[config.mk]
export PLATFORM = sky130hd
export DESIGN_NAME = ball_offset_line_parser_unit
export DESIGN_NICKNAME = d
export VERILOG_FILES = /design/src/rtl/core/bolp_pkg.sv /design/src/rtl/core/bolp_parser.sv /design/src/rtl/core/bolp_tracker.sv /design/src/rtl/core/ball_offset_line_parser_unit.sv
export SDC_FILE = /design/constraint.sdc
export NUM_CORES = 1
export LEC_CHECK = 0
export BUFFER_PORTS_ARGS = -buffer_cell sky130_fd_sc_hd__buf_2
export CORE_MARGIN = 3
export CORE_UTILIZATION = 44
export DETAILED_ROUTE_END_ITERATION = 12
export PLACE_DENSITY = 0.67
export SYNTH_ARGS = -nofsm -noshare
export SYNTH_HDL_FRONTEND = slang
export SYNTH_SLANG_ARGS = --single-unit
[constraint.sdc]
create_clock -name clk -period 10.1 [get_ports clk]
set_input_delay 1.515 -clock clk [delete_from_list [all_inputs] [get_ports clk]]
set_output_delay 1.515 -clock clk [all_outputs]
set_load 0.01 [all_outputs]
[src/rtl/core/bolp_pkg.sv]
// Shared types and constants for the ball offset line parser.
package bolp_pkg;

    // Characters recognized by the line parser
    localparam logic [7:0] CHAR_NUL   = 8'h00;
    localparam logic [7:0] CHAR_LF    = 8'h0A;
    localparam logic [7:0] CHAR_CR    = 8'h0D;
    localparam logic [7:0] CHAR_B     = 8'h42;
    localparam logic [7:0] CHAR_COMMA = 8'h2C;
    localparam logic [7:0] CHAR_PLUS  = 8'h2B;
    localparam logic [7:0] CHAR_MINUS = 8'h2D;
    localparam logic [7:0] CHAR_ZERO  = 8'h30;
    localparam logic [7:0] CHAR_ONE   = 8'h31;
    localparam logic [7:0] CHAR_NINE  = 8'h39;

    // Configuration register indexes
    localparam logic [7:0] REG_TIMEOUT_MS  = 8'd0;
    localparam logic [7:0] REG_OFFSET_MIN  = 8'd1;
    localparam logic [7:0] REG_OFFSET_MAX  = 8'd2;
    localparam logic [7:0] REG_SPIKE_LIMIT = 8'd3;

    // Configuration reset values
    localparam logic [15:0]        TIMEOUT_RESET     = 16'd100;
    localparam logic signed [15:0] OFFSET_MIN_RESET  = -16'sd1000;
    localparam logic signed [15:0] OFFSET_MAX_RESET  = 16'sd1000;
    localparam logic [14:0]        SPIKE_LIMIT_RESET = 15'd80;

    // Age saturates here
    localparam logic [15:0] AGE_MAX = 16'hFFFF;

    // Input word: a received character or a one millisecond tick
    typedef struct packed {
        logic       mode;
        logic [7:0] data_byte;
    } in_word_t;

    // Result word
    typedef struct packed {
        logic signed [15:0] offset_mm;
        logic               ball_valid;
        logic [15:0]        frame_seq;
        logic [31:0]        line_count;
        logic [31:0]        parsed_count;
        logic               updated;
    } out_word_t;

    // Line parser phase
    typedef enum logic [2:0] {
        PH_LETTER,
        PH_COMMA1,
        PH_SIGN,
        PH_DIGITS,
        PH_FLAG,
        PH_END,
        PH_FAIL,
        PH_DONE
    } phase_t;

    // End-of-line event from the parser to the offset tracker
    typedef struct packed {
        logic               line_end;
        logic               line_ok;
        logic               flag;
        logic signed [15:0] pos;
    } line_evt_t;

endpackage

[src/rtl/core/bolp_parser.sv]
// Character-level line parser with value accumulation and clamping.
module bolp_parser #(
    parameter int LINE_SIZE  = 24,
    parameter int MAX_DIGITS = 6
) (
    input  logic                      clk,
    input  logic                      rst_n,
    input  logic                      step,
    input  logic                      is_char,
    input  logic [7:0]                data_byte,
    input  logic signed [15:0]        offset_min,
    input  logic signed [15:0]        offset_max,
    output bolp_pkg::line_evt_t       evt
);

    localparam int ACC_W  = $clog2(10 ** MAX_DIGITS);
    localparam int DCNT_W = $clog2(MAX_DIGITS + 1);
    localparam int LEN_W  = $clog2(LINE_SIZE);
    localparam int CMP_W  = (ACC_W + 1 > 17) ? ACC_W + 1 : 17;

    bolp_pkg::phase_t    phase_reg, phase_next;
    logic [LEN_W-1:0]    len_reg, len_next;
    logic                neg_reg, neg_next;
    logic [DCNT_W-1:0]   dcnt_reg, dcnt_next;
    logic [ACC_W-1:0]    acc_reg, acc_next;
    logic                flag_reg, flag_next;

    logic                is_digit;
    logic [ACC_W-1:0]    digit_val;
    logic [ACC_W-1:0]    acc_times10;
    logic [CMP_W-1:0]    mag;
    logic signed [CMP_W-1:0] val_s;
    logic signed [CMP_W-1:0] min_ext;
    logic signed [CMP_W-1:0] max_ext;
    logic signed [15:0]  pos;

    // State registers
    always_ff @(posedge clk or negedge rst_n)
    begin
        if (!rst_n)
        begin
            phase_reg <= bolp_pkg::PH_LETTER;
            len_reg   <= '0;
            neg_reg   <= 1'b0;
            dcnt_reg  <= '0;
            acc_reg   <= '0;
            flag_reg  <= 1'b0;
        end
        else if (step)
        begin
            phase_reg <= phase_next;
            len_reg   <= len_next;
            neg_reg   <= neg_next;
            dcnt_reg  <= dcnt_next;
            acc_reg   <= acc_next;
            flag_reg  <= flag_next;
        end
    end

    // Digit decode and accumulate (x10 as two shifts)
    assign is_digit    = (data_byte >= bolp_pkg::CHAR_ZERO) &&
                         (data_byte <= bolp_pkg::CHAR_NINE);
    assign digit_val   = ACC_W'(data_byte[3:0]);
    assign acc_times10 = (acc_reg << 3) + (acc_reg << 1) + digit_val;

    // Signed value and clamp to bounds; lower bound wins when crossed
    assign mag     = CMP_W'(acc_reg);
    assign val_s   = neg_reg ? -$signed(mag) : $signed(mag);
    assign min_ext = {{(CMP_W-16){offset_min[15]}}, offset_min};
    assign max_ext = {{(CMP_W-16){offset_max[15]}}, offset_max};

    always_comb
    begin
        if (val_s < min_ext)
            pos = offset_min;
        else if (val_s > max_ext)
            pos = offset_max;
        else
            pos = val_s[15:0];
    end

    assign evt.line_end = is_char && (data_byte == bolp_pkg::CHAR_LF);
    assign evt.line_ok  = (phase_reg == bolp_pkg::PH_END) ||
                          (phase_reg == bolp_pkg::PH_DONE);
    assign evt.flag     = flag_reg;
    assign evt.pos      = pos;

    // Next state: line length, restart and per-character phase
    always_comb
    begin
        phase_next = phase_reg;
        len_next   = len_reg;
        neg_next   = neg_reg;
        dcnt_next  = dcnt_reg;
        acc_next   = acc_reg;
        flag_next  = flag_reg;

        if (!is_char || data_byte == bolp_pkg::CHAR_CR)
        begin
            // tick or CR: nothing changes
        end
        else if (data_byte == bolp_pkg::CHAR_LF ||
                 len_reg >= LEN_W'(LINE_SIZE - 1))
        begin
            // end of line or overflow: restart empty
            phase_next = bolp_pkg::PH_LETTER;
            len_next   = '0;
            neg_next   = 1'b0;
            dcnt_next  = '0;
            acc_next   = '0;
            flag_next  = 1'b0;
        end
        else
        begin
            len_next = len_reg + LEN_W'(1);
            if (phase_reg == bolp_pkg::PH_FAIL || phase_reg == bolp_pkg::PH_DONE)
            begin
                // text already ended or failed
            end
            else if (data_byte == bolp_pkg::CHAR_NUL)
            begin
                phase_next = (phase_reg == bolp_pkg::PH_END) ?
                             bolp_pkg::PH_DONE : bolp_pkg::PH_FAIL;
            end
            else
            begin
                unique case (phase_reg)
                    bolp_pkg::PH_LETTER:
                    begin
                        phase_next = (data_byte == bolp_pkg::CHAR_B) ?
                                     bolp_pkg::PH_COMMA1 : bolp_pkg::PH_FAIL;
                    end
                    bolp_pkg::PH_COMMA1:
                    begin
                        phase_next = (data_byte == bolp_pkg::CHAR_COMMA) ?
                                     bolp_pkg::PH_SIGN : bolp_pkg::PH_FAIL;
                    end
                    bolp_pkg::PH_SIGN:
                    begin
                        if (data_byte == bolp_pkg::CHAR_PLUS ||
                            data_byte == bolp_pkg::CHAR_MINUS)
                        begin
                            neg_next   = (data_byte == bolp_pkg::CHAR_MINUS);
                            phase_next = bolp_pkg::PH_DIGITS;
                        end
                        else if (is_digit)
                        begin
                            acc_next   = digit_val;
                            dcnt_next  = DCNT_W'(1);
                            phase_next = bolp_pkg::PH_DIGITS;
                        end
                        else
                        begin
                            phase_next = bolp_pkg::PH_FAIL;
                        end
                    end
                    bolp_pkg::PH_DIGITS:
                    begin
                        if (is_digit)
                        begin
                            if (dcnt_reg >= DCNT_W'(MAX_DIGITS))
                                phase_next = bolp_pkg::PH_FAIL;
                            else
                            begin
                                acc_next  = acc_times10;
                                dcnt_next = dcnt_reg + DCNT_W'(1);
                            end
                        end
                        else if (data_byte == bolp_pkg::CHAR_COMMA && dcnt_reg != '0)
                            phase_next = bolp_pkg::PH_FLAG;
                        else
                            phase_next = bolp_pkg::PH_FAIL;
                    end
                    bolp_pkg::PH_FLAG:
                    begin
                        if (data_byte == bolp_pkg::CHAR_ZERO ||
                            data_byte == bolp_pkg::CHAR_ONE)
                        begin
                            flag_next  = (data_byte == bolp_pkg::CHAR_ONE);
                            phase_next = bolp_pkg::PH_END;
                        end
                        else
                        begin
                            phase_next = bolp_pkg::PH_FAIL;
                        end
                    end
                    default:
                    begin
                        phase_next = bolp_pkg::PH_FAIL;
                    end
                endcase
            end
        end
    end

endmodule

[src/rtl/core/bolp_tracker.sv]
// Offset tracker: spike filter, sequence, age and line counters.
module bolp_tracker (
    input  logic                   clk,
    input  logic                   rst_n,
    input  logic                   step,
    input  logic                   tick,
    input  bolp_pkg::line_evt_t    evt,
    input  logic [15:0]            timeout_ms,
    input  logic [14:0]            spike_limit,
    output bolp_pkg::out_word_t    result
);

    logic signed [15:0] offset_reg, offset_next;
    logic               valid_reg, valid_next;
    logic [15:0]        seq_reg, seq_next;
    logic [15:0]        age_reg, age_next;
    logic [31:0]        lines_reg, lines_next;
    logic [31:0]        parsed_reg, parsed_next;
    logic               upd;

    logic signed [16:0] diff;
    logic [16:0]        abs_diff;
    logic               spike;
    logic [15:0]        age_inc;

    // State registers
    always_ff @(posedge clk or negedge rst_n)
    begin
        if (!rst_n)
        begin
            offset_reg <= '0;
            valid_reg  <= 1'b0;
            seq_reg    <= '0;
            age_reg    <= bolp_pkg::TIMEOUT_RESET;
            lines_reg  <= '0;
            parsed_reg <= '0;
        end
        else if (step)
        begin
            offset_reg <= offset_next;
            valid_reg  <= valid_next;
            seq_reg    <= seq_next;
            age_reg    <= age_next;
            lines_reg  <= lines_next;
            parsed_reg <= parsed_next;
        end
    end

    // Jump from the current offset
    assign diff     = {evt.pos[15], evt.pos} - {offset_reg[15], offset_reg};
    assign abs_diff = diff[16] ? 17'(-diff) : 17'(diff);
    assign spike    = valid_reg && (abs_diff > {2'b00, spike_limit});

    // Saturating age
    assign age_inc = (age_reg != bolp_pkg::AGE_MAX) ? age_reg + 16'd1 : age_reg;

    // Next state
    always_comb
    begin
        offset_next = offset_reg;
        valid_next  = valid_reg;
        seq_next    = seq_reg;
        age_next    = age_reg;
        lines_next  = lines_reg;
        parsed_next = parsed_reg;
        upd         = 1'b0;

        if (tick)
        begin
            age_next = age_inc;
            if (age_inc >= timeout_ms)
                valid_next = 1'b0;
        end
        else if (evt.line_end)
        begin
            lines_next = lines_reg + 32'd1;
            if (evt.line_ok)
            begin
                parsed_next = parsed_reg + 32'd1;
                if (evt.flag && !spike)
                begin
                    offset_next = evt.pos;
                    seq_next    = seq_reg + 16'd1;
                    age_next    = '0;
                    valid_next  = 1'b1;
                    upd         = 1'b1;
                end
            end
        end
    end

    assign result.offset_mm    = offset_next;
    assign result.ball_valid   = valid_next;
    assign result.frame_seq    = seq_next;
    assign result.line_count   = lines_next;
    assign result.parsed_count = parsed_next;
    assign result.updated      = upd;

endmodule

[src/rtl/core/ball_offset_line_parser_unit.sv]
// Top level of the ball offset line parser: word registers, config and core.
//
// Usage:
//   in_data carries one word per accepted handshake (in_valid high, in_stall
//   low): mode 0 is a received character, mode 1 a one millisecond tick.
//   Every input word yields exactly one result word on out_data (out_valid /
//   out_stall) with the current offset, validity, sequence number, line and
//   parsed-line counters, and an updated flag.
//   The input register feeds the parser and tracker logic, which loads the
//   result register.
//   Throughput is one word per cycle unless the receiver stalls; the state
//   loop of parser and tracker is combinational; back-to-back words are taken.
//   When the receiver stalls, the result register holds; one more word can
//   sit in the input register, after which in_stall rises until the result
//   is taken.
//   Reset clears both registers' valid flags and the parser state, loads the
//   config defaults (timeout 100, bounds -1000..1000, spike limit 80), sets
//   the age to 100 and the offset invalid. No clearing pass is needed.
//   Config writes (cfg_wr_en, cfg_index, cfg_wdata) take effect at once and
//   are meant for idle periods; unknown indexes are ignored.
module ball_offset_line_parser_unit #(
    parameter int LINE_SIZE  = 24,
    parameter int MAX_DIGITS = 6
) (
    input  logic                 clk,
    input  logic                 rst_n,
    input  logic                 in_valid,
    output logic                 in_stall,
    input  bolp_pkg::in_word_t   in_data,
    output logic                 out_valid,
    input  logic                 out_stall,
    output bolp_pkg::out_word_t  out_data,
    input  logic                 cfg_wr_en,
    input  logic [7:0]           cfg_index,
    input  logic [15:0]          cfg_wdata
);

    logic                  s1_valid_reg;
    bolp_pkg::in_word_t    s1_data_reg;
    logic                  out_valid_reg;
    bolp_pkg::out_word_t   out_data_reg;
    logic                  out_free;
    logic                  s1_adv;

    logic [15:0]           timeout_reg;
    logic signed [15:0]    min_reg;
    logic signed [15:0]    max_reg;
    logic [14:0]           spike_reg;

    bolp_pkg::line_evt_t   evt;
    bolp_pkg::out_word_t   res_next;

    // Handshake control
    assign out_free  = !out_valid_reg || !out_stall;
    assign s1_adv    = s1_valid_reg && out_free;
    assign in_stall  = s1_valid_reg && !out_free;
    assign out_valid = out_valid_reg;
    assign out_data  = out_data_reg;

    // Valid flags
    always_ff @(posedge clk or negedge rst_n)
    begin
        if (!rst_n)
        begin
            s1_valid_reg  <= 1'b0;
            out_valid_reg <= 1'b0;
        end
        else
        begin
            if (!in_stall)
                s1_valid_reg <= in_valid;
            if (out_free)
                out_valid_reg <= s1_valid_reg;
        end
    end

    // Word registers
    always_ff @(posedge clk)
    begin
        if (in_valid && !in_stall)
            s1_data_reg <= in_data;
        if (s1_adv)
            out_data_reg <= res_next;
    end

    // Config registers
    always_ff @(posedge clk or negedge rst_n)
    begin
        if (!rst_n)
        begin
            timeout_reg <= bolp_pkg::TIMEOUT_RESET;
            min_reg     <= bolp_pkg::OFFSET_MIN_RESET;
            max_reg     <= bolp_pkg::OFFSET_MAX_RESET;
            spike_reg   <= bolp_pkg::SPIKE_LIMIT_RESET;
        end
        else if (cfg_wr_en)
        begin
            unique case (cfg_index)
                bolp_pkg::REG_TIMEOUT_MS:  timeout_reg <= cfg_wdata;
                bolp_pkg::REG_OFFSET_MIN:  min_reg     <= cfg_wdata;
                bolp_pkg::REG_OFFSET_MAX:  max_reg     <= cfg_wdata;
                bolp_pkg::REG_SPIKE_LIMIT: spike_reg   <= cfg_wdata[14:0];
                default: ;
            endcase
        end
    end

    // Line parser
    bolp_parser #(
        .LINE_SIZE  (LINE_SIZE),
        .MAX_DIGITS (MAX_DIGITS)
    ) u_parser (
        .clk        (clk),
        .rst_n      (rst_n),
        .step       (s1_adv),
        .is_char    (!s1_data_reg.mode),
        .data_byte  (s1_data_reg.data_byte),
        .offset_min (min_reg),
        .offset_max (max_reg),
        .evt        (evt)
    );

    // Offset tracker
    bolp_tracker u_tracker (
        .clk         (clk),
        .rst_n       (rst_n),
        .step        (s1_adv),
        .tick        (s1_data_reg.mode),
        .evt         (evt),
        .timeout_ms  (timeout_reg),
        .spike_limit (spike_reg),
        .result      (res_next)
    );

    // Checks
    a_stall_only_when_full: assert property (@(posedge clk) disable iff (!rst_n)
        in_stall |-> (s1_valid_reg && out_valid_reg))
        else $error("input stalled while a register is empty");

    a_adv_loads_result: assert property (@(posedge clk) disable iff (!rst_n)
        s1_adv |=> out_valid_reg)
        else $error("advanced word did not reach the result register");

    a_update_is_valid: assert property (@(posedge clk) disable iff (!rst_n)
        (out_valid_reg && out_data_reg.updated) |-> out_data_reg.ball_valid)
        else $error("offset update without ball_valid");

    a_update_bumps_seq: assert property (@(posedge clk) disable iff (!rst_n)
        (s1_adv && res_next.updated && out_valid_reg) |=>
            (out_data_reg.frame_seq != $past(out_data_reg.frame_seq)))
        else $error("offset update without sequence change");

endmodule

**Yosys cells after proc, flatten, opt, wreduce, memory -nomap -nowiden**

Index checks and enable logic that the tools add are counted.

- $add $sub $neg: 11
- Order comparisons: 8
- Eq/ne operators: 26
- Multiplexer cells: 68
- Bitwise gates (word level): 3
- Reductions and logical operators: 44

Operator list:

| kind | count |
|---|---|
| $mux 16 | 15 |
| $mux 32 | 5 |
| $mux 20 | 7 |
| $add 32x1->32 const B | 2 |
| $mux 3 | 16 |
| $eq 8x6->1 const B | 5 |
| $pmux 20 s2 | 1 |
| $add 16x1->16 const B | 2 |
| $gt 21x16->1 | 1 |
| $lt 21x16->1 | 1 |
| $mux 21 | 1 |
| $neg 20->21 | 1 |
| $add 20x20->20 | 1 |
| $add 20x4->20 | 1 |
| $gt 17x15->1 | 1 |
| $mux 1 | 17 |
| $mux 17 | 1 |
| $neg 17->17 | 1 |
| $sub 16x16->17 | 1 |
| $eq 8x2->1 const B | 2 |
| $eq 8x4->1 const B | 2 |
| $ge 16x16->1 | 1 |
| $logic_not 8->1 | 2 |
| $ne 16x16->1 const B | 1 |
| other kinds (31) | 72 |

- Register bits: 318
- Input bits: 38

**Logic depth before layout (Yosys ltp)**

Gate-level depths: netlist of run 1.

- Depth after elaboration: 16
- Mapped depth: 40

**Hierarchy**

From an unflattened synthesis of run 1, not the netlist that was laid out.

- Cells, all modules: 1,811
- Area, all modules: 19,165.9 um^2

By module, submodules not included:

| module | instances | cells an instance | area an instance (um^2) | seq. area each (um^2) |
|---|---|---|---|---|
| bolp_tracker | 1 | 985 | 8,904.8 | 2,831.5 |
| ball_offset_line_parser_unit | 1 | 253 | 5,744.3 | 4,863.4 |
| bolp_parser | 1 | 573 | 4,516.8 | 825.8 |

**Least setup slack after synthesis of run 1**

OpenSTA, ideal clock, no wires.

- Path kind: register to register
- Start point: register u_parser.acc_reg[7]
- End point: register out_data_reg, in the netlist out_data[90] (data pin)
- Setup time: 0.262 ns
- Arrival: 8.945 ns
- Setup slack: 0.893 ns
- Cell stages (with the launch flop): 37
- Buffers on the path: 4
- Clock period less this slack: 9.207 ns
- Cells stage by stage: dfrtp_1 -> or4_1 -> nor4_1 -> nand2_1 -> or3_1 -> o31ai_1 -> xnor2_1 -> ha_1 -> nand4_1 -> o21bai_1 -> o311ai_0 -> nor2_1 -> clkbuf_1 -> mux2i_1 -> mux2i_1 -> ha_1 -> buf_2 -> o21ai_1 -> a21o_1 -> a21oi_2 -> o21a_1 -> nor3_1 -> o31ai_1 -> clkbuf_1 -> a21oi_1 -> xnor2_1 -> ha_1 -> a21oi_1 -> o21ai_0 -> a2111oi_0 -> a21oi_1 -> o31ai_1 -> nand2_1 -> a311o_2 -> a311oi_4 -> buf_6 -> mux2_1

RTL lines:

| element | RTL line | source |
|---|---|---|
| start, declared | bolp_parser.sv:25 | `logic [ACC_W-1:0] acc_reg, acc_next;` |
| start signal, assigned | bolp_parser.sv:55 | `acc_reg <= acc_next;` |
| end signal, assigned | ball_offset_line_parser_unit.sv:83 | `out_data_reg <= res_next;` |
| end, declared | ball_offset_line_parser_unit.sv:41 | `bolp_pkg::out_word_t out_data_reg;` |

==> flow_summary.rst, run 1 <==
.. list-table::
   :header-rows: 1

   * - Metric
     - Value
   * - Stage delay of the slowest cell on the critical path
     - 0.62 ns
   * - Via-to-Cell Ratio
     - 5.42
   * - Vias in the first global route
     - 13700
   * - Leakage component of the power
     - 9.91 nW
   * - Vertical extent of the die
     - 214 microns
   * - Max-capacitance violation count
     - 0
   * - Largest net degree at the start of global routing
     - 99
   * - Detail Route met2 WL
     - 20900 microns
   * - Total number of yosys warnings
     - 0
   * - Leading cell types by total area after synthesis
     - sky130_fd_sc_hd__dfrtp_1 25%, sky130_fd_sc_hd__edfxtp_1 17%, sky130_fd_sc_hd__ha_1 8.7%
   * - IO Count
     - 138
   * - Critical Path Source Type
     - flop
   * - Fraction of the yosys area taken by sequential cells
     - 44.7%
   * - Total standard cell area after synthesis
     - 19100 sq um
   * - Worst-case vdd ir drop
     - 0.000557 V
   * - RSZ-0062 raised after global routing
     - false
   * - Type of destination of the critical path
     - flop
   * - Die area
     - 45800 sq um
   * - Source-to-sink clock delay at the later pin of the worst-skew pair
     - 0.53 ns
   * - Required arrival time at the worst endpoint
     - 10.36 ns
   * - Core utilization of the finished layout
     - 51.0%
   * - Pre-CTS worst setup slack
     - 0.280 ns
   * - Share of layout cells above drive strength 1
     - 17.0%
   * - Routed length on met1
     - 21000 microns
   * - Detailed-router iteration count before antenna repair
     - 7
   * - Final WL
     - 44500 microns
   * - Routability-driven placement congestion ratio
     - 0.945
   * - Total chip power
     - 8.12 mW
   * - Highest metal layer with signal wires
     - met4
   * - Prevailing post-synth register cell
     - sky130_fd_sc_hd__dfrtp_1
   * - Initial antenna violation count
     - 0
   * - Synth top area share
     - 24.8%
   * - Total routing resource utilization after global routing
     - 18.9%
   * - Total Nets Final
     - 2143
   * - Smallest setup slack after layout
     - 0.543 ns
   * - CP max stage cell
     - sky130_fd_sc_hd__or4_1
   * - CTS tree
     - yes
   * - Core Area
     - 42300 sq um
   * - Beginning of the worst register-to-register path
     - u_parser.acc_reg[7]
   * - Total of hold buffers inserted after clock tree synthesis
     - 0
   * - R2r worst-path depth
     - 39
   * - Max reg flops
     - 98
   * - Status
     - completed
   * - Clock-pin slew on the worst setup and hold paths
     - 0.06 ns
   * - Row cnt
     - 75
   * - GR Overflow Total
     - 0
   * - Origin of the worst min-delay path
     - u_tracker.seq_reg[15]
   * - Effective utilization at floorplan
     - 45.0%
   * - Synthesized net count
     - 2017
   * - Total power divided by cell area
     - 376 nW/um^2
   * - Routed wirelength normalized by instance count
     - 17.3 microns
   * - Width of the die
     - 214 microns
   * - Layout area overhead
     - 13.4%
   * - Non-filler instance count after layout
     - 2574
   * - FMAX
     - 0.105 GHz
   * - Most prevalent standard cell on the critical path
     - sky130_fd_sc_hd__nand2_1
   * - Routed wire length on met3
     - 1800 microns
   * - Setup violations, final
     - 0
   * - Final Max Slew Viols
     - 0
   * - Final Skew
     - 0.0169 ns
   * - Path type of the worst min-delay path
     - reg -> reg
   * - Wire length of the first global-routing pass
     - 72300 microns
   * - Number of inserted diodes
     - 0
   * - Port Buffer Count
     - 137
   * - Most instantiated library cell after synthesis
     - sky130_fd_sc_hd__dfrtp_1
   * - Number of buffers on the longest clock path
     - 3
   * - Post-synthesis cell type count
     - 87
   * - Highest net fanout along the worst path
     - 19
   * - Actual transition at the worst max-transition pin
     - 1.20 ns
   * - DR iter-0 viols
     - 880
   * - Instance area at placement
     - 20400 sq um
   * - Worst setup slack for register-to-register paths
     - 0.54 ns
   * - Minimum clock period after layout
     - 9.56 ns
   * - End of the worst hold path
     - u_tracker.seq_reg[15]
   * - Fill cell total of the finished layout
     - 3822
   * - Capture instance of the worst register-to-register path
     - out_data[82]
   * - Share of synthesized registers carrying an async set or reset
     - 66.4%
   * - Cells after Synth
     - 1844
   * - Final Hold Slack
     - 0.486 ns
   * - Worst slew slack as a fraction of its limit
     - 19.8%
   * - Number of instances in the placed design
     - 2508
   * - Share of the clock period used by the worst path after layout
     - 94.6%
   * - Largest area contributor in the netlist
     - sky130_fd_sc_hd__dfrtp_1
   * - Top cells by count, synth
     - 189 x sky130_fd_sc_hd__dfrtp_1, 166 x sky130_fd_sc_hd__nand2_1, 138 x sky130_fd_sc_hd__xnor2_1
   * - Synthesized area per cell
     - 10.3 sq um
   * - Number of buffers added by the clock tree synthesis step
     - 35
   * - Final design area excluding fillers
     - 21600 sq um
   * - Clock tree root buffer cell
     - sky130_fd_sc_hd__clkbuf_16
   * - HPWL after detailed placement
     - 33100 microns
   * - Total negative setup slack
     - 0 ns
   * - Worst path arrival time
     - 9.82 ns
   * - Post-detailed-route DRC marker count
     - 0
   * - Overall via count from detail_route
     - 13900
   * - DRT antenna net count
     - 0
   * - Instance count along the most critical hold path
     - 1
   * - Clock sink count
     - 318
   * - Flops & latches, synth
     - 318
   * - H-tree Lvls
     - 2
   * - EDFF count, synth
     - 107
   * - CP Class
     - reg -> reg
   * - Final hold vios
     - 0
cell type report:
type / count / area [sq um] / area share [%]
clock buffer: 49 / 968 / 4.48
inverter: 102 / 388 / 1.80
tap: 577 / 722 / 3.34
timing repair buffer: 160 / 883 / 4.09
clock inverter: 15 / 224 / 1.04
sequential: 318 / 8520 / 39.5
multi-input combinational: 1353 / 9890 / 45.8
kinds of logic after synthesis:
kind of cell,count (synthesis),synth area share (%)
compound gates,320,11.1
fa+ha+maj,135,8.98
simple gates,561,14.8
mux,121,6.92
xor+xnor,216,9.93
buf+inv,173,3.55
flops,318,44.7
how the worst max path moves through the flow:
stage	start	to	slack, ns	cells past startpoint
after floorplan	u_parser.acc_reg[7]	out_data[90]	0.89	36
after global placement	u_parser.acc_reg[7]	u_tracker.offset_reg[11]	0.55	39
after detailed placement	u_parser.acc_reg[7]	u_tracker.offset_reg[1]	0.28	39
after CTS	u_parser.acc_reg[7]	u_tracker.seq_reg[1]	0.21	39
after global routing	u_parser.acc_reg[7]	out_data[82]	0.02	39
final	u_parser.acc_reg[7]	out_data[82]	0.54	39
worst max-delay path: cells and delay by family, from the launching register on:
kind | cells | cell delay (ns)
muxes | 3 | 0.79
and+or+nand+nor | 13 | 2.81
AOI/OAI and AO/OA | 13 | 2.98
adders and majority gates | 4 | 1.22
xor gates and xnor gates | 2 | 0.34
DFF | 1 | 0.44
buffers and inverters | 4 | 0.70
timing repair:
item                                    4_1_cts  5_1_grt
endpoints found under the setup margin        0       35
gates resized for setup                       0        4
hold endpoints to repair                      0        0
buffers inserted                              0        2
where the power goes:
group	total (mW)	switching, mW	leakage [nW]	internal, mW
registers	1.47	0.0612	3.81	1.40
logic	5.34	3.24	5.52	2.10
clock network	1.31	0.527	0.577	0.783
total	8.12	3.83	9.91	4.28
metal layers:
layer / vias to the layer above / GRT usage, %
li1: 6862 / -
met1: 6731 / 26.2
met2: 297 / 31.7
met3: 51 / 2.61
met4: 0 / 4.35
met5: - / 0
cells in the final DEF (no fill, tap or decap), types with 35 or more instances in the layout:
master	count
sky130_fd_sc_hd__buf_2	136
sky130_fd_sc_hd__mux2_2	78
sky130_fd_sc_hd__edfxtp_1	107
sky130_fd_sc_hd__nand2_1	166
sky130_fd_sc_hd__inv_1	101
sky130_fd_sc_hd__nor2_1	106
sky130_fd_sc_hd__xor2_1	78
sky130_fd_sc_hd__xnor2_1	138
sky130_fd_sc_hd__clkbuf_16	35
sky130_fd_sc_hd__nand3_1	80
sky130_fd_sc_hd__mux2i_1	35
sky130_fd_sc_hd__ha_1	132
sky130_fd_sc_hd__a31oi_1	41
sky130_fd_sc_hd__a21oi_1	58
sky130_fd_sc_hd__o21ai_0	84
sky130_fd_sc_hd__dfrtp_1	189
(Power assumes the default switching activity.)
==> run 2, diff against run 1 <==
Settings changed: CORE_UTILIZATION 44 to 40, GPL_TIMING_DRIVEN set to 0, PLACE_DENSITY 0.67 to 0.63.
==> run 2 against run 1 <==
Sequential share of layout area decreased by 0.78 points. Via count increased by 3.1%. Register-to-register slack got worse by 0.04 ns. Global-route usage decreased by 0.62 points. Non-clock buffer count increased by 59. Die area increased by 9.7%. Critical endpoint is now out_data[95]. Sequential cell count unchanged. Maximum frequency decreased by 0.41%. Critical path depth decreased by 2. Largest cell class unchanged.
==> flow_summary.rst, run 2 (same netlist as run 1, synthesis figures left out) <==
.. list-table::
   :header-rows: 1

   * - Metric
     - Value
   * - Actual transition at the worst max-transition pin
     - 1.14 ns (-0.0590 ns)
   * - R2r worst-path depth
     - 37 (-5.1%)
   * - Status
     - completed
   * - Worst setup slack for register-to-register paths
     - 0.50 ns (-0.04 ns)
   * - Via-to-Cell Ratio
     - 5.40 (-0.39%)
   * - Setup violations, final
     - 0 (unchanged)
   * - Beginning of the worst register-to-register path
     - u_parser.acc_reg[7]
   * - H-tree Lvls
     - 2 (unchanged)
   * - Layout area overhead
     - 15.6%
   * - Stage delay of the slowest cell on the critical path
     - 0.60 ns (-0.02 ns)
   * - Origin of the worst min-delay path
     - u_tracker.seq_reg[15]
   * - Path type of the worst min-delay path
     - reg -> reg
   * - FMAX
     - 0.104 GHz (-0.41%)
   * - Largest net degree at the start of global routing
     - 109 (+10%)
   * - CTS tree
     - yes
   * - Most used cells in the layout excluding fill and tap cells
     - 189 x sky130_fd_sc_hd__dfrtp_1, 166 x sky130_fd_sc_hd__nand2_1, 153 x sky130_fd_sc_hd__buf_2
   * - Critical Path Source Type
     - flop
   * - Routability-driven placement congestion ratio
     - 0.873 (-7.6%)
   * - Number of inserted diodes
     - 0 (unchanged)
   * - GR Overflow Total
     - 0 (unchanged)
   * - Total of hold buffers inserted after clock tree synthesis
     - 0 (unchanged)
   * - Type of destination of the critical path
     - flop
   * - Clock sink count
     - 318 (unchanged)
   * - End of the worst hold path
     - u_tracker.seq_reg[15]
   * - Overall via count from detail_route
     - 14400 (+3.1%)
   * - Detailed-router iteration count before antenna repair
     - 6 (-1)
   * - Worst path arrival time
     - 9.86 ns (+0.04 ns)
   * - IO Count
     - 138 (unchanged)
   * - Final design area excluding fillers
     - 22000 sq um (+2.0%)
   * - Area taken by multi-input logic gates
     - 10000 sq um (+1.1%)
   * - Clock-pin slew on the worst setup and hold paths
     - 0.06 ns (about the same)
   * - Max-capacitance violation count
     - 0 (unchanged)
   * - Post-detailed-route DRC marker count
     - 0 (unchanged)
   * - Die area
     - 50300 sq um (+9.7%)
   * - Clock tree root buffer cell
     - sky130_fd_sc_hd__clkbuf_16
   * - Port Buffer Count
     - 137 (unchanged)
   * - Instance area at placement
     - 20600 sq um (+1.1%)
   * - CP Class
     - reg -> reg
   * - Total Nets Final
     - 2203 (+2.8%)
   * - Number of buffers on the longest clock path
     - 3 (unchanged)
   * - Instance count along the most critical hold path
     - 1 (unchanged)
   * - CP max stage cell
     - sky130_fd_sc_hd__or4_4
   * - Width of the die
     - 224 microns (+4.7%)
   * - HPWL after detailed placement
     - 34900 microns (+5.4%)
   * - Fill cell total of the finished layout
     - 4328 (+13%)
   * - Share of layout cells above drive strength 1
     - 18.1% (+1.1 points)
   * - Number of buffers added by the clock tree synthesis step
     - 36 (+2.9%)
   * - Share of the clock period used by the worst path after layout
     - 95.0% (+0.39 points)
   * - Final Skew
     - 0.0278 ns (+0.0109 ns)
   * - Total routing resource utilization after global routing
     - 18.3% (-0.62 points)
   * - Effective utilization at floorplan
     - 40.7% (-4.3 points)
   * - Minimum clock period after layout
     - 9.60 ns (+0.0394 ns)
   * - Vias in the first global route
     - 14000 (+2.1%)
   * - DRT antenna net count
     - 0 (unchanged)
   * - Vertical extent of the die
     - 224 microns (+4.7%)
   * - Final Max Slew Viols
     - 0 (unchanged)
   * - Final hold vios
     - 0 (unchanged)
   * - Footprint of the flip-flops and latches
     - 8520 sq um (unchanged)
   * - Capture instance of the worst register-to-register path
     - out_data[95]
   * - Leading cell type in the layout, fill and taps excluded
     - sky130_fd_sc_hd__dfrtp_1
   * - Max reg flops
     - 98 (unchanged)
   * - DR iter-0 viols
     - 876 (-0.45%)
   * - Highest net fanout along the worst path
     - 10 (-9)
   * - Routed wirelength normalized by instance count
     - 17.7 microns (+2.1%)
   * - Final WL
     - 47100 microns (+5.7%)
   * - Row cnt
     - 79 (+5.3%)
   * - Initial antenna violation count
     - 0 (unchanged)
   * - Core Area
     - 46800 sq um (+10%)
   * - Source-to-sink clock delay at the later pin of the worst-skew pair
     - 0.56 ns (+0.03 ns)
   * - Wire length of the first global-routing pass
     - 74200 microns (+2.6%)
   * - Required arrival time at the worst endpoint
     - 10.36 ns (about the same)
   * - Worst slew slack as a fraction of its limit
     - 23.4% (+3.6 points)
-- run 2: cell types whose count changed in the layout (fill, tap and decap cells not counted), moves of 4 or more --
cell / delta
sky130_fd_sc_hd__buf_1: +4
sky130_fd_sc_hd__buf_2: +17
sky130_fd_sc_hd__buf_4: -12
sky130_fd_sc_hd__clkbuf_1: +41
sky130_fd_sc_hd__mux2i_1: -8
sky130_fd_sc_hd__mux2i_2: +7
-- run 2: final cells by class --
cell class / count / share of cell area [%]
sequential: 318 / 38.7
inverter: 102 / 1.74
multi-input combinational: 1353 / 45.4
buffer: 71 / 1.40
timing repair buffer: 148 / 3.75
clock inverter: 18 / 1.04
clock buffer: 48 / 4.57
tap: 607 / 3.45
-- run 2: worst max-delay path by stage --
stage	start	endpoint	slack [ns]	depth (start not counted)
CTS	u_parser.acc_reg[7]	out_data[89]	0.04	37
floorplan	u_parser.acc_reg[7]	out_data[90]	0.89	36
finish	u_parser.acc_reg[7]	out_data[95]	0.50	37
global placement	u_parser.acc_reg[7]	out_data[95]	-1.28	32
global route	u_parser.acc_reg[7]	out_data[95]	-0.06	36
detailed placement	u_parser.acc_reg[7]	out_data[95]	-1.39	32
-- run 2: metal layers --
layer  part of all wire [%]  routed length (microns)  global-route usage [%]  up-vias
met2                     47                    22100                    30.1      348
met3                    5.4                     2540                    3.32       71
met4                    2.5                     1180                    5.54        0
li1                       -                        -                       -     6985
met5                      0                        0                       0        -
met1                     45                    21200                    24.8     6974
-- run 2: per-stage QoR --
step                hold WS [ns]  setup slack, ns  setup TNS [ns]  instances  utilization (%)
floorplan                  0.457            0.893               0       1844                -
global placement           0.469            -1.28          -68.75       2588             43.8
detailed placement         0.484            -1.39          -76.14       2591             44.0
CTS                        0.492           0.0383               0       2661             46.9
global route               0.504          -0.0591          -0.279       2665             47.1
finish                     0.492            0.504               0       2665             47.1
-- run 2: what timing repair did --
item	4_1_cts	5_1_grt
pin swaps	4	3
endpoints found under the setup margin	81	81
setup buffers	4	4
resized for setup	16	27
-- run 2: worst max-delay path, delay by kind of cell (launching register included) --
family                     cells  cell delay (ns)
AOI/OAI and AO/OA             14             3.54
xor gates and xnor gates       2             0.41
and+or+nand+nor               11             2.36
DFF                            1             0.47
buffers and inverters          3             0.50
adders and majority gates      4             1.22
muxes                          3             0.82
Power of run 2 is not shown: default switching activity piles up to over one toggle a cycle in this logic, so the estimate is an artifact.
==> run 3, diff against run 2 <==
Settings changed: CAP_MARGIN set to 30, PLACE_DENSITY 0.63 to not set, PLACE_DENSITY_LB_ADDON set to 0.15.
==> run 3 against run 2 <==
Die area stayed put. Via count is 1.0% lower. Sequential cell count stayed put. Critical endpoint is now out_data[83].
==> flow_summary.rst, run 3 (same netlist as run 1, synthesis figures left out) <==
.. list-table::
   :header-rows: 1

   * - Metric
     - Value
   * - Status
     - completed
   * - Source-to-sink clock delay at the later pin of the worst-skew pair
     - 0.54 ns (-0.02 ns)
   * - DR iter-0 viols
     - 792 (-9.6%)
   * - FMAX
     - 0.105 GHz (+0.45%)
   * - Required arrival time at the worst endpoint
     - 10.37 ns (about the same)
   * - Effective utilization at floorplan
     - 40.7% (unchanged)
   * - Max-capacitance violation count
     - 0 (unchanged)
   * - Total power divided by cell area
     - 379 nW/um^2
   * - Non-filler instance count after layout
     - 2673 (+0.30%)
   * - Width of the die
     - 224 microns (unchanged)
   * - Share of the clock period used by the worst path after layout
     - 94.6% (-0.43 points)
   * - Capture instance of the worst register-to-register path
     - out_data[83]
   * - Setup violations, final
     - 0 (unchanged)
   * - Vertical extent of the die
     - 224 microns (unchanged)
   * - GR Overflow Total
     - 0 (unchanged)
   * - Routed wirelength normalized by instance count
     - 17.4 microns (-1.5%)
   * - Total chip power
     - 8.40 mW
   * - DRT antenna net count
     - 0 (unchanged)
   * - Routability-driven placement congestion ratio
     - 0.852 (-2.4%)
   * - Capturing element of the worst setup path
     - out_data[83]
   * - Stage delay of the slowest cell on the critical path
     - 0.61 ns (about the same)
   * - Row cnt
     - 79 (unchanged)
   * - CTS tree
     - yes
   * - RSZ-0062 raised after global routing
     - false
   * - Type of destination of the critical path
     - flop
   * - Most used cells in the layout excluding fill and tap cells
     - 189 x sky130_fd_sc_hd__dfrtp_1, 166 x sky130_fd_sc_hd__nand2_1, 154 x sky130_fd_sc_hd__buf_2
   * - Port Buffer Count
     - 137 (unchanged)
   * - Worst path arrival time
     - 9.82 ns (-0.04 ns)
   * - Total routing resource utilization after global routing
     - 18.1% (-0.17 points)
   * - Critical Path Source Type
     - flop
   * - Max reg flops
     - 98 (unchanged)
   * - Leakage component of the power
     - 10.1 nW
   * - Number of buffers on the longest clock path
     - 3 (unchanged)
   * - Number of instances in the placed design
     - 2595 (+0.15%)
   * - Most prevalent standard cell on the critical path
     - sky130_fd_sc_hd__a21oi_1
   * - Actual transition at the worst max-transition pin
     - 0.838 ns (-0.302 ns)
   * - Clock sink count
     - 318 (unchanged)
   * - CP Class
     - reg -> reg
   * - CP max stage cell
     - sky130_fd_sc_hd__or4_4
   * - Final Max Slew Viols
     - 0 (unchanged)
   * - Worst-case vdd ir drop
     - 0.000442 V
   * - Final WL
     - 46500 microns (-1.2%)
   * - Final Skew
     - 0.0186 ns (-0.00916 ns)
   * - Vias in the first global route
     - 14100 (+0.39%)
   * - Core Area
     - 46800 sq um (unchanged)
   * - Worst slew slack as a fraction of its limit
     - 43.3% (+20 points)
   * - Beginning of the worst register-to-register path
     - u_parser.acc_reg[7]
   * - Die area
     - 50300 sq um (unchanged)
   * - Overall via count from detail_route
     - 14200 (-1.0%)
   * - Initial antenna violation count
     - 0 (unchanged)
   * - Worst setup slack for register-to-register paths
     - 0.55 ns (+0.04 ns)
   * - Clock-pin slew on the worst setup and hold paths
     - 0.06 ns (about the same)
   * - Detailed-router iteration count before antenna repair
     - 5 (-1)
   * - Largest net degree at the start of global routing
     - 111 (+1.8%)
   * - Total of hold buffers inserted after clock tree synthesis
     - 0 (unchanged)
   * - HPWL after detailed placement
     - 34400 microns (-1.4%)
   * - Share of layout cells above drive strength 1
     - 18.1% (-0.022 points)
   * - Number of buffers added by the clock tree synthesis step
     - 37 (+2.8%)
   * - Wire length of the first global-routing pass
     - 74100 microns (-0.12%)
   * - IO Count
     - 138 (unchanged)
   * - Number of inserted diodes
     - 0 (unchanged)
   * - Critical path launch point
     - u_parser.acc_reg[7]
   * - H-tree Lvls
     - 2 (unchanged)
   * - R2r worst-path depth
     - 38 (+2.7%)
   * - Highest net fanout along the worst path
     - 10 (unchanged)
   * - Clock tree root buffer cell
     - sky130_fd_sc_hd__clkbuf_16
   * - Layout area overhead
     - 16.3%
   * - Total Nets Final
     - 2210 (+0.32%)
   * - Path type of the worst min-delay path
     - reg -> reg
   * - Minimum clock period after layout
     - 9.55 ns (-0.0435 ns)
   * - Via-to-Cell Ratio
     - 5.32 (-1.3%)
   * - Post-detailed-route DRC marker count
     - 0 (unchanged)
   * - Final hold vios
     - 0 (unchanged)
   * - Leading cell type in the layout, fill and taps excluded
     - sky130_fd_sc_hd__dfrtp_1
==> run 3: cell count changes in the layout (fill, tap and decap cells not counted), moves of 2 or more <==
cell	change
sky130_fd_sc_hd__mux2i_1	+2
sky130_fd_sc_hd__mux2i_2	-2
sky130_fd_sc_hd__clkbuf_1	+3
sky130_fd_sc_hd__buf_4	+4
sky130_fd_sc_hd__clkinvlp_4	-2
==> run 3: metrics by stage <==
stage | instance area [sq um] | utilization, % | setup TNS (ns) | setup slack (ns) | hold slack (ns)
6_report | 22100 | 47.4 | 0 | 0.547 | 0.491
3_5_place_dp | 20600 | 44.1 | -63.31 | -1.19 | 0.482
4_1_cts | 22000 | 47.0 | 0 | 0.0339 | 0.493
3_3_place_gp | 20500 | 43.8 | -68.18 | -1.27 | 0.475
5_1_grt | 22100 | 47.4 | 0 | 0.0160 | 0.501
2_1_floorplan | 19100 | - | 0 | 0.893 | 0.457
==> run 3: how the worst min path moves through the flow <==
stage | from | endpoint | slack, ns | cells past startpoint
2_1_floorplan | s1_valid_reg | out_valid | 0.46 | 1
3_3_place_gp | s1_valid_reg | out_valid | 0.47 | 1
3_5_place_dp | u_tracker.age_reg[5] | u_tracker.age_reg[5] | 0.48 | 2
4_1_cts | u_tracker.age_reg[5] | u_tracker.age_reg[5] | 0.49 | 2
5_1_grt | u_tracker.parsed_reg[31] | u_tracker.parsed_reg[31] | 0.50 | 1
6_report | u_tracker.age_reg[5] | u_tracker.age_reg[5] | 0.49 | 2
==> run 3: layer usage <==
metal	part of all wire, %	routed length [microns]	vias to the layer above	global-route usage (%)
met5	0	0	-	0
met4	2.2	1040	0	4.94
met3	4.3	2000	62	2.77
met2	47	21800	268	29.8
met1	46	21600	6923	25.2
li1	-	-	6979	-
==> run 3: worst max-delay path, delay by kind of cell, from the launching register on <==
family | cells | cell delay [ns]
muxes | 3 | 0.79
xor gates and xnor gates | 2 | 0.40
and+or+nand+nor | 7 | 1.42
buffers and inverters | 4 | 0.70
AOI/OAI and AO/OA | 18 | 4.21
DFF | 1 | 0.47
adders and majority gates | 4 | 1.23
==> run 3: power breakdown <==
group / switching (mW) / internal, mW
Sequential: 0.0436 / 1.40
Combinational: 3.33 / 2.22
Clock: 0.544 / 0.862
Total: 3.91 / 4.48
==> run 3: layout make-up <==
cell class	instances	area, sq um
Buffer	71	303
Tap cell	607	759
Clock inverter	16	238
Fill cell	4320	24600
Timing Repair Buffer	154	901
Sequential cell	318	8520
Multi-Input combinational cell	1353	9990
Clock buffer	52	1050
Inverter	102	383
==> run 3: repair_timing <==
action	in CTS	in global routing
resized for setup	15	21
setup endpoints to repair	81	81
endpoints found under the hold margin	0	0
buffers inserted	2	8
pin swaps	1	4
